[config.mk]
export PLATFORM = sky130hd
export DESIGN_NAME = heater_safety_interlock_flat
export DESIGN_NICKNAME = d
export VERILOG_FILES = /design/src/hsi_pkg.sv /design/src/hsi_if.sv /design/src/heater_safety_interlock.sv /design/src/flat_wrapper.sv
export SDC_FILE = /design/constraint.sdc
export NUM_CORES = 1
export LEC_CHECK = 0
export BUFFER_PORTS_ARGS = -buffer_cell sky130_fd_sc_hd__buf_2
export CORE_ASPECT_RATIO = 1.25
export CORE_UTILIZATION = 52
export DETAILED_ROUTE_END_ITERATION = 10
export PLACE_DENSITY_LB_ADDON = 0.08
export SLEW_MARGIN = 30
export SYNTH_ARGS = -nofsm -noshare
export SYNTH_HDL_FRONTEND = slang
export SYNTH_SLANG_ARGS = --single-unit
export TNS_END_PERCENT = 5
[constraint.sdc]
create_clock -name clk_i -period 3.8 [get_ports clk_i]
set_input_delay 0.57 -clock clk_i [delete_from_list [all_inputs] [get_ports clk_i]]
set_output_delay 0.57 -clock clk_i [all_outputs]
set_load 0.02 [all_outputs]
[src/hsi_pkg.sv]
`timescale 1ns / 1ps
// Heater safety interlock package: beat payload types, register map and
// counter widths. No dependencies.
package hsi_pkg;

  // Width of the saturating age counters.
  localparam int unsigned AgeBits = 16;
  localparam logic [AgeBits-1:0] AgeMax = {AgeBits{1'b1}};

  // Widths of the configuration registers.
  localparam int unsigned TempW = 12;
  localparam int unsigned TickW = 16;

  // Common width for comparing an age against a tick register.
  localparam int unsigned CmpW = (AgeBits > TickW) ? AgeBits : TickW;

  // APB register map: register index is paddr[3:2].
  localparam int unsigned AddrW = 4;
  localparam int unsigned DataW = 32;
  localparam logic [1:0] RegMaxTemp     = 2'd0;
  localparam logic [1:0] RegLevelConfirm = 2'd1;
  localparam logic [1:0] RegLockout     = 2'd2;

  // Register reset values.
  localparam logic signed [TempW-1:0] MaxTempReset = 12'sd625;
  localparam logic [TickW-1:0] LevelConfirmReset = 16'd3000;
  localparam logic [TickW-1:0] LockoutReset = 16'd3000;

  typedef struct packed {
    logic                    heaters_enabled;
    logic                    force_disable;
    logic                    tank_dry;
    logic signed [TempW-1:0] temperature;
    logic                    want_main;
    logic                    want_aux;
  } in_item_t;

  typedef struct packed {
    logic main_on;
    logic aux_on;
    logic relays_changed;
    logic cutout;
    logic cause_not_enabled;
    logic cause_forced;
    logic cause_tank_dry;
    logic cause_over_temp;
  } out_item_t;

endpackage

[src/hsi_if.sv]
`timescale 1ns / 1ps
// Heater safety interlock channel interfaces: valid/ready with payload.
// Depends on hsi_pkg for the beat types.
interface hsi_in_if import hsi_pkg::*; ();
  logic     valid;
  logic     ready;
  in_item_t data;

  modport source (output valid, output data, input ready);
  modport sink (input valid, input data, output ready);
endinterface

interface hsi_out_if import hsi_pkg::*; ();
  logic      valid;
  logic      ready;
  out_item_t data;

  modport source (output valid, output data, input ready);
  modport sink (input valid, input data, output ready);
endinterface

[src/heater_safety_interlock.sv]
`timescale 1ns / 1ps
// Heater safety interlock top level: tick register, relay gating logic,
// result register and APB register file. Depends on hsi_pkg and hsi_if.
//
//   channel  | dir | handshake           | payload
//   ---------+-----+---------------------+--------------------------------
//   in_i     | in  | valid/ready         | enables, tank, temperature, wants
//   out_o    | out | valid/ready         | relay states, change, cutout, causes
//   APB      | in  | psel/penable/pready | max_temp, level_confirm, lockout
//
// One beat per cycle sustained while out_o.ready stays high; a beat is taken
// into the tick register, evaluated against the relay and timer state in the
// following cycle and lands in the result register once that slot is empty or draining.
// The single evaluation stage that updates relay and age state sets the rate.
// Reset (rst_ni low, async) turns both relays off, clears both age counters
// and the level-valid flag, and loads the register defaults.
// A stalled result holds in the result register; the tick register still
// takes one more beat, then in_i.ready drops until the result drains.
module heater_safety_interlock import hsi_pkg::*; (
  input  logic             clk_i,
  input  logic             rst_ni,
  hsi_in_if.sink           in_i,
  hsi_out_if.source        out_o,
  input  logic             psel,
  input  logic             penable,
  input  logic             pwrite,
  input  logic [AddrW-1:0] paddr,
  input  logic [DataW-1:0] pwdata,
  output logic [DataW-1:0] prdata,
  output logic             pready
);

  // Configuration registers.
  logic signed [TempW-1:0] max_temp_q;
  logic [TickW-1:0]        level_confirm_q;
  logic [TickW-1:0]        lockout_q;

  // Tick register (input stage).
  logic     tick_valid_q;
  in_item_t tick_q;

  // Result register.
  logic      res_valid_q;
  out_item_t res_q;
  out_item_t res_d;

  // Interlock state.
  logic               main_q, main_d;
  logic               aux_q, aux_d;
  logic               lvl_valid_q, lvl_valid_d;
  logic [AgeBits-1:0] lvl_age_q, lvl_age_d;
  logic [AgeBits-1:0] sw_age_q, sw_age_d;

  logic advance;
  logic cfg_wr;
  logic over_temp;
  logic cut;
  logic confirmed;
  logic sw_inc_ready;
  logic [AgeBits-1:0] sw_age_inc;

  // ---------------------------------------------------------------------
  // APB register file. pready is tied high: every access is zero-wait.
  // ---------------------------------------------------------------------
  assign pready = 1'b1;
  assign cfg_wr = psel && penable && pwrite;

  always_ff @(posedge clk_i or negedge rst_ni) begin
    if (!rst_ni) begin
      max_temp_q      <= MaxTempReset;
      level_confirm_q <= LevelConfirmReset;
      lockout_q       <= LockoutReset;
    end else if (cfg_wr) begin
      unique case (paddr[3:2])
        RegMaxTemp:      max_temp_q      <= pwdata[TempW-1:0];
        RegLevelConfirm: level_confirm_q <= pwdata[TickW-1:0];
        RegLockout:      lockout_q       <= pwdata[TickW-1:0];
        default: ;
      endcase
    end
  end

  always_comb begin
    unique case (paddr[3:2])
      RegMaxTemp:      prdata = DataW'(unsigned'(max_temp_q));
      RegLevelConfirm: prdata = DataW'(level_confirm_q);
      RegLockout:      prdata = DataW'(lockout_q);
      default:         prdata = '0;
    endcase
  end

  // ---------------------------------------------------------------------
  // Handshake: advance the tick register into the result register whenever
  // the result slot is empty or being drained this cycle.
  // ---------------------------------------------------------------------
  assign advance    = tick_valid_q && (!res_valid_q || out_o.ready);
  assign in_i.ready = !tick_valid_q || advance;

  always_ff @(posedge clk_i or negedge rst_ni) begin
    if (!rst_ni) begin
      tick_valid_q <= 1'b0;
    end else if (in_i.ready) begin
      tick_valid_q <= in_i.valid;
    end
  end

  always_ff @(posedge clk_i) begin
    if (in_i.valid && in_i.ready) begin
      tick_q <= in_i.data;
    end
  end

  // ---------------------------------------------------------------------
  // Evaluation of one tick.
  // ---------------------------------------------------------------------
  assign over_temp = tick_q.temperature > max_temp_q;
  assign cut = !tick_q.heaters_enabled || tick_q.force_disable ||
               tick_q.tank_dry || over_temp;

  // Level timing: drop on empty, arm at zero on first safe tick, then age.
  always_comb begin
    lvl_valid_d = lvl_valid_q;
    lvl_age_d   = lvl_age_q;
    if (tick_q.tank_dry) begin
      lvl_valid_d = 1'b0;
      lvl_age_d   = '0;
    end else if (!lvl_valid_q) begin
      lvl_valid_d = 1'b1;
      lvl_age_d   = '0;
    end else if (lvl_age_q != AgeMax) begin
      lvl_age_d   = lvl_age_q + 1'b1;
    end
  end

  assign confirmed = !tick_q.tank_dry && lvl_valid_d &&
                     (CmpW'(lvl_age_d) >= CmpW'(level_confirm_q));

  // Switch age advances at the start of every tick, saturating.
  assign sw_age_inc   = (sw_age_q == AgeMax) ? sw_age_q : sw_age_q + 1'b1;
  assign sw_inc_ready = CmpW'(sw_age_inc) >= CmpW'(lockout_q);

  always_comb begin
    main_d   = main_q;
    aux_d    = aux_q;
    sw_age_d = sw_age_inc;
    res_d    = '0;
    if (cut) begin
      // Cutout bypasses every timer; restart lockout only on a real switch.
      if (main_q || aux_q) begin
        main_d   = 1'b0;
        aux_d    = 1'b0;
        sw_age_d = '0;
        res_d.relays_changed = 1'b1;
      end
    end else if (confirmed && sw_inc_ready) begin
      if ((main_q != tick_q.want_main) || (aux_q != tick_q.want_aux)) begin
        main_d   = tick_q.want_main;
        aux_d    = tick_q.want_aux;
        sw_age_d = '0;
        res_d.relays_changed = 1'b1;
      end
    end
    res_d.main_on           = main_d;
    res_d.aux_on            = aux_d;
    res_d.cutout            = cut;
    res_d.cause_not_enabled = cut && !tick_q.heaters_enabled;
    res_d.cause_forced      = cut && tick_q.force_disable;
    res_d.cause_tank_dry    = cut && tick_q.tank_dry;
    res_d.cause_over_temp   = cut && over_temp;
  end

  always_ff @(posedge clk_i or negedge rst_ni) begin
    if (!rst_ni) begin
      main_q      <= 1'b0;
      aux_q       <= 1'b0;
      lvl_valid_q <= 1'b0;
      lvl_age_q   <= '0;
      sw_age_q    <= '0;
      res_valid_q <= 1'b0;
    end else begin
      if (advance) begin
        main_q      <= main_d;
        aux_q       <= aux_d;
        lvl_valid_q <= lvl_valid_d;
        lvl_age_q   <= lvl_age_d;
        sw_age_q    <= sw_age_d;
        res_valid_q <= 1'b1;
      end else if (out_o.ready) begin
        res_valid_q <= 1'b0;
      end
    end
  end

  always_ff @(posedge clk_i) begin
    if (advance) begin
      res_q <= res_d;
    end
  end

  assign out_o.valid = res_valid_q;
  assign out_o.data  = res_q;

  // ---------------------------------------------------------------------
  // Assertions.
  // ---------------------------------------------------------------------
  a_cut_relays_off: assert property (@(posedge clk_i) disable iff (!rst_ni)
    out_o.valid && out_o.data.cutout |-> !out_o.data.main_on && !out_o.data.aux_on)
    else $error("relay on in a cutout beat");

  a_cause_needs_cut: assert property (@(posedge clk_i) disable iff (!rst_ni)
    out_o.valid && (out_o.data.cause_not_enabled || out_o.data.cause_forced ||
    out_o.data.cause_tank_dry || out_o.data.cause_over_temp) |-> out_o.data.cutout)
    else $error("cutout cause without cutout");

  a_switch_restarts_lockout: assert property (@(posedge clk_i) disable iff (!rst_ni)
    advance && res_d.relays_changed |=> sw_age_q == '0)
    else $error("relay switch did not restart lockout");

  a_result_matches_state: assert property (@(posedge clk_i) disable iff (!rst_ni)
    out_o.valid |-> (out_o.data.main_on == main_q) && (out_o.data.aux_on == aux_q))
    else $error("result relay state differs from held state");

  a_tick_held: assert property (@(posedge clk_i) disable iff (!rst_ni)
    tick_valid_q && !advance |=> tick_valid_q && $stable(tick_q))
    else $error("stalled tick lost");

endmodule
[src/flat_wrapper.sv]
// flat-port wrapper written by rule: the top's interface ports become plain ports
module heater_safety_interlock_flat import hsi_pkg::*;
  (clk_i, rst_ni, psel, penable, pwrite, paddr, pwdata, prdata, pready, in_i_valid, in_i_data, in_i_ready, out_o_valid, out_o_data, out_o_ready);
  hsi_in_if in_i_i ();
  hsi_out_if out_o_i ();
  input  logic clk_i;
  input  logic rst_ni;
  input  logic psel;
  input  logic penable;
  input  logic pwrite;
  input  logic [AddrW-1:0] paddr;
  input  logic [DataW-1:0] pwdata;
  output logic [DataW-1:0] prdata;
  output logic pready;
  input wire logic [$bits(in_i_i.valid)-1:0] in_i_valid;
  input wire logic [$bits(in_i_i.data)-1:0] in_i_data;
  output wire logic [$bits(in_i_i.ready)-1:0] in_i_ready;
  output wire logic [$bits(out_o_i.valid)-1:0] out_o_valid;
  output wire logic [$bits(out_o_i.data)-1:0] out_o_data;
  input wire logic [$bits(out_o_i.ready)-1:0] out_o_ready;
  assign in_i_i.valid = in_i_valid;
  assign in_i_i.data = in_i_data;
  assign in_i_ready = in_i_i.ready;
  assign out_o_valid = out_o_i.valid;
  assign out_o_data = out_o_i.data;
  assign out_o_i.ready = out_o_ready;
  heater_safety_interlock u_core (.clk_i(clk_i), .rst_ni(rst_ni), .in_i(in_i_i), .out_o(out_o_i), .psel(psel), .penable(penable), .pwrite(pwrite), .paddr(paddr), .pwdata(pwdata), .prdata(prdata), .pready(pready));
endmodule
# After elaboration in Yosys (flattened, before gate mapping)
# Cells that the tools add are included.
dict set report word_totals {
  regBits 106
}
dict set report classes {
  mux 24
  n_lt_le_gt_ge 3
  eq_ne 6
  reduce_logical 27
  add_sub_neg 2
}
# operator count
set op_table {}
lappend op_table {{two-way mux 16 bit} 8}
lappend op_table {{one-hot mux 16 bit (3 select lines)} 1}
lappend op_table {{adder 16 x 1 -> 16 bit (second input constant)} 2}
lappend op_table {{>= comparator 16 bit} 2}
lappend op_table {{== test 16 bit (second input constant)} 1}
lappend op_table {{inequality test 16 bit (second input constant)} 1}
lappend op_table {{two-way mux 1 bit} 15}
lappend op_table {{> comparator 12 bit} 1}
lappend op_table {{logical AND 1 bit} 11}
lappend op_table {{logical OR 1 bit} 7}
lappend op_table {{AND reduction 2 bit} 3}
lappend op_table {{zero test 1 bit} 4}
lappend op_table {{== test 2 x 1 -> 1 bit (second input constant)} 1}
lappend op_table {{== test 2 bit (second input constant)} 1}
lappend op_table {{zero test 2 bit} 1}
lappend op_table {{inequality test 1 bit} 2}
lappend op_table {{nonzero test 2 bit} 1}

# Logic depth before layout (Yosys ltp)
dict set report logic_depth {
  word_depth 9
  ltp_mapped 19
  ltp_nobuf 18
}

# Worst setup path before layout
# No wires, ideal clock.
dict set report synth_path {
  path_type {reg-to-reg}
  start {register u_core.sw_age_q[3]}
  end {register u_core.sw_age_q[14]}
  required_ns 3.680
  path_stages_with_launch 18
  synth_period_minus_slack_ns 3.993
  arrival_time_ns 3.873
  slack_ns -0.193
  cell_sequence {dfrtp_1 -> clkbuf_1 -> and4_1 -> nand4_1 -> or3_1 -> clkbuf_1 -> nand3_1 -> nor2_1 -> xor2_1 -> ha_1 -> nand4_1 -> or3_1 -> or4_4 -> a31oi_4 -> nand2_2 -> o32ai_4 -> nor2_2 -> a31o_1}
}
dict set report synth_via {
  elab_chain_cells 6
}
# element line
set synth_lines {}
lappend synth_lines {{start, declared} heater_safety_interlock.sv:52} ;# logic [AgeBits-1:0] sw_age_q, sw_age_d;
lappend synth_lines {{start signal, assigned} heater_safety_interlock.sv:186} ;# sw_age_q <= sw_age_d;
lappend synth_lines {{adder 16 x 1 -> 16 bit / == test 16 bit (equally long branches)} heater_safety_interlock.sv:139} ;# assign sw_age_inc = (sw_age_q == AgeMax) ? sw_age_q : sw_age_q + 1'b1;
lappend synth_lines {{two-way mux 16 bit (*)} heater_safety_interlock.sv:139}
lappend synth_lines {{>= comparator 16 bit} heater_safety_interlock.sv:140} ;# assign sw_inc_ready = CmpW'(sw_age_inc) >= CmpW'(lockout_q);
lappend synth_lines {{logical AND 1 bit} heater_safety_interlock.sv:155} ;# end else if (confirmed && sw_inc_ready) begin
lappend synth_lines {{two-way mux 16 bit} heater_safety_interlock.sv:155}
lappend synth_lines {{two-way mux 16 bit (*)} heater_safety_interlock.sv:147} ;# if (cut) begin
# Mark *: on every way between the ends. The rest lies on a longest branch, timed or not.
# A chain may end at the register's enable or synchronous reset.

# Worst setup path after layout
dict set report layout_path {
  start {register u_core.sw_age_q[7]}
  end {register u_core.sw_age_q[0]}
}
# Same word-level chain as after synthesis.

==> flow_metrics.env <==
export IMPL_outcome="complete, but fails checks"
export IMPL_violations="negative setup slack"
export IMPL_finalHoldViolCount=0
export IMPL_ys_ff_latch=106
export IMPL_cts_sinks=106
export IMPL_die_area_mm2=0.01238
export IMPL_grt_pass1_wl_um=24000
export IMPL_rsz0062_at_grt="true"
export IMPL_period_share=1.005
export IMPL_track_usage=0.2516
export IMPL_power_density_mw_per_mm2=445.5
export IMPL_hold_class="in2async"
export IMPL_worstSetupEndpointType="flop"
export IMPL_synth_common_cells="nand2_1, dfrtp_1, o21ai_0, inv_1, ha_1"
export IMPL_num_antenna_cells=0
export IMPL_vias_per_cell=5.408
export IMPL_critPathMaxFanout=5
export IMPL_grt_pass1_vias=4955
export IMPL_finalCriticalPeriod_ns=3.820
export IMPL_yosysTopAreaCell="dfrtp_1"
export IMPL_die_h_um=124.2
export IMPL_synth_edff_count=25
export IMPL_p_leak_nw=3.402
export IMPL_maxCapViolCount=0
export IMPL_slew_headroom=0.3827
export IMPL_drive_gt1_frac=0.2538
export IMPL_start_kind="flop"
export IMPL_synth_top_area_frac=0.2499
export IMPL_crit_path_start="u_core.sw_age_q[7]"
export IMPL_yosys_warnings=0
export IMPL_start_util=0.5345
export IMPL_clockBufferDepth=2
export IMPL_final_util=0.6422
export IMPL_dp_hpwl_um=10930
export IMPL_htreeDepth=3
export IMPL_cts_buffers=9
export IMPL_io_pins=103
export IMPL_cp_arrival_ns=4.06
export IMPL_vias=5154
export IMPL_clk_pin_slew_worst_paths_ns=0.08
export IMPL_setup_violations=1
export IMPL_coreArea_mm2=0.01162
export IMPL_gp_congestion=0.8157
export IMPL_grt_max_degree=82
export IMPL_drt_iter0_markers=253
export IMPL_yosysMostFrequentCell="nand2_1"
export IMPL_synth_main_ff_cell="dfrtp_1"
export IMPL_cts_tree="yes"
export IMPL_ys_seq_area_frac=0.4512
export IMPL_maxSlewViolCount=0
export IMPL_peakVddDrop_v=0.0002741
export IMPL_postRouteAntennaNets=0
export IMPL_row_count=44
export IMPL_timing_hold_ws_ns=0.2339
export IMPL_critical_path_class="reg2reg"
export IMPL_root_buffer="clkbuf_16"
export IMPL_netlist_top_cells_area="dfrtp_1, edfxtp_1, ha_1, nand2_1, dfstp_2"
export IMPL_synth_cell_types=57
export IMPL_synthArstFlopShare=0.7642
export IMPL_wl_um=14750
export IMPL_synth_cells=682
export IMPL_netlist_area_mm2=0.006208
export IMPL_r2r_start="u_core.sw_age_q[7]"
export IMPL_fin_nets=893
export IMPL_grt_overflow=0
export IMPL_skew_ns=0.009120
export IMPL_max_freq_ghz=0.2618
export IMPL_routedWlPerCell_um=15.47
export IMPL_fin_ws_ns=-0.02014
export IMPL_drc=0
export IMPL_drt_pass1_iterations=6
export IMPL_clock_latency_ns=0.35
export IMPL_die_w_um=99.73
export IMPL_grt_antenna_before_repair=0
export IMPL_portBuffers=67
export IMPL_synthToLayoutAreaGrowth_pct=20.15
export IMPL_required_ns=4.04
export IMPL_worst_slew_pin_slew_ns=0.9260
export IMPL_avgSynthCellArea_um2=9.103
cells by family (layout without fill, tap and decap cells):
group / count (synthesis) / count (layout) / share of synthesized area
AO/OA/AOI/OAI: 136 / 136 / 0.1358
XOR/XNOR: 22 / 22 / 0.03104
adder cells (fa/ha/maj): 46 / 46 / 0.09270
buffers and inverters: 100 / 195 / 0.07074
flip-flops: 106 / 106 / 0.4512
multiplexers: 18 / 18 / 0.03023
other: 2 / 17 / 0.001210
AND/OR/NAND/NOR: 252 / 252 / 0.1870
routing by layer:
layer  vias to the layer above  part of all wire  GRT usage  wire, um
met5                         -                 0          0         0
met4                         0             0.011    0.06710       159
met3                        12             0.030    0.03535       439
met2                       114              0.51     0.4328      7474
met1                      2498              0.45     0.3335      6674
li1                       2530                 -          -         -
layout by cell type, fill, tap and decap left out, drive strengths merged, types with 19 or more instances in the layout:
cell type	synthesis	layout
a21oi	25	25
buf	18	127
dfrtp	62	62
dfstp	19	19
edfxtp	25	25
ha	46	46
inv	52	55
nand2	138	138
nor2	30	30
o21ai	69	69
final timing paths:
| path | end | slack [ns] | cells after the start |
|---|---|---|---|
| worst max-delay path | u_core.sw_age_q[0] | -0.02 | 17 |
| worst min-delay path | u_core.lvl_age_q[2] | 0.23 | 1 |
| worst max register to register | u_core.sw_age_q[0] | -0.02 | 17 |
| worst min register to register | u_core.out_o.data[2] | 0.48 | 0 |
| max in group asynchronous | u_core.level_confirm_q[10] | 3.01 | 1 |
| min in group clk_i | u_core.tick_q[9] | 0.39 | 1 |
what timing repair did:
action	CTS	global route
resized for setup	9	22
pin swaps	9	16
buffers inserted	1	2
hold endpoints to repair	0	0
endpoints found under the setup margin	17	21
hold buffers	0	0
sequential cells by signal, summed over array words and instances, names as in the netlist, 8 cells and up:
register	cells
u_core.sw_age_q	16
u_core.level_confirm_q	16
u_core.lvl_age_q	16
u_core.lockout_q	16
u_core.out_o.data	8
u_core.tick_q	17
u_core.max_temp_q	12
power breakdown:
part	leakage [nW]	internal, mW	switching [mW]
clock network	0.144	0.498	0.460
registers	1.22	1.37	0.0902
logic	2.03	0.363	0.545
total	3.40	2.23	1.09
final cells by class:
type	count	area [um2]
multi-input cells	491	3154
inverters	52	197.7
repair buffers	127	799.5
flip-flops and latches	106	2801
well taps	161	201.4
clock buffers	10	250.2
fillers	982	4156
clock inverters	6	55.05
stage by stage:
stage	instances	setup slack, ns	cell area, um2	power (mW)	setup TNS [ns]
2_1_floorplan	697	0.004621	6271	2.038	0
3_3_place_gp	934	-0.1246	7003	2.310	-0.6553
3_5_place_dp	934	-0.2076	7007	2.356	-1.695
4_1_cts	951	-0.03215	7353	3.322	-0.04685
5_1_grt	953	-0.1754	7460	3.521	-2.086
6_report	953	-0.02014	7460	3.323	-0.02014
worst max-delay path, cell delays in order (launching register included):
cell and delay [ns]:
dfrtp_1 0.35, and4_1 0.24, nand4_1 0.13, or3_4 0.45
nand3_2 0.10, nor2_2 0.04, xor2_1 0.15, ha_1 0.31
nand4_1 0.14, or3_1 0.33, or4_4 0.45, a31oi_4 0.19
a311oi_2 0.13, buf_4 0.16, o32ai_4 0.16, buf_6 0.17
o31ai_2 0.06, o2bb2ai_1 0.16
No activity file was read; power rests on OpenSTA's default activity.
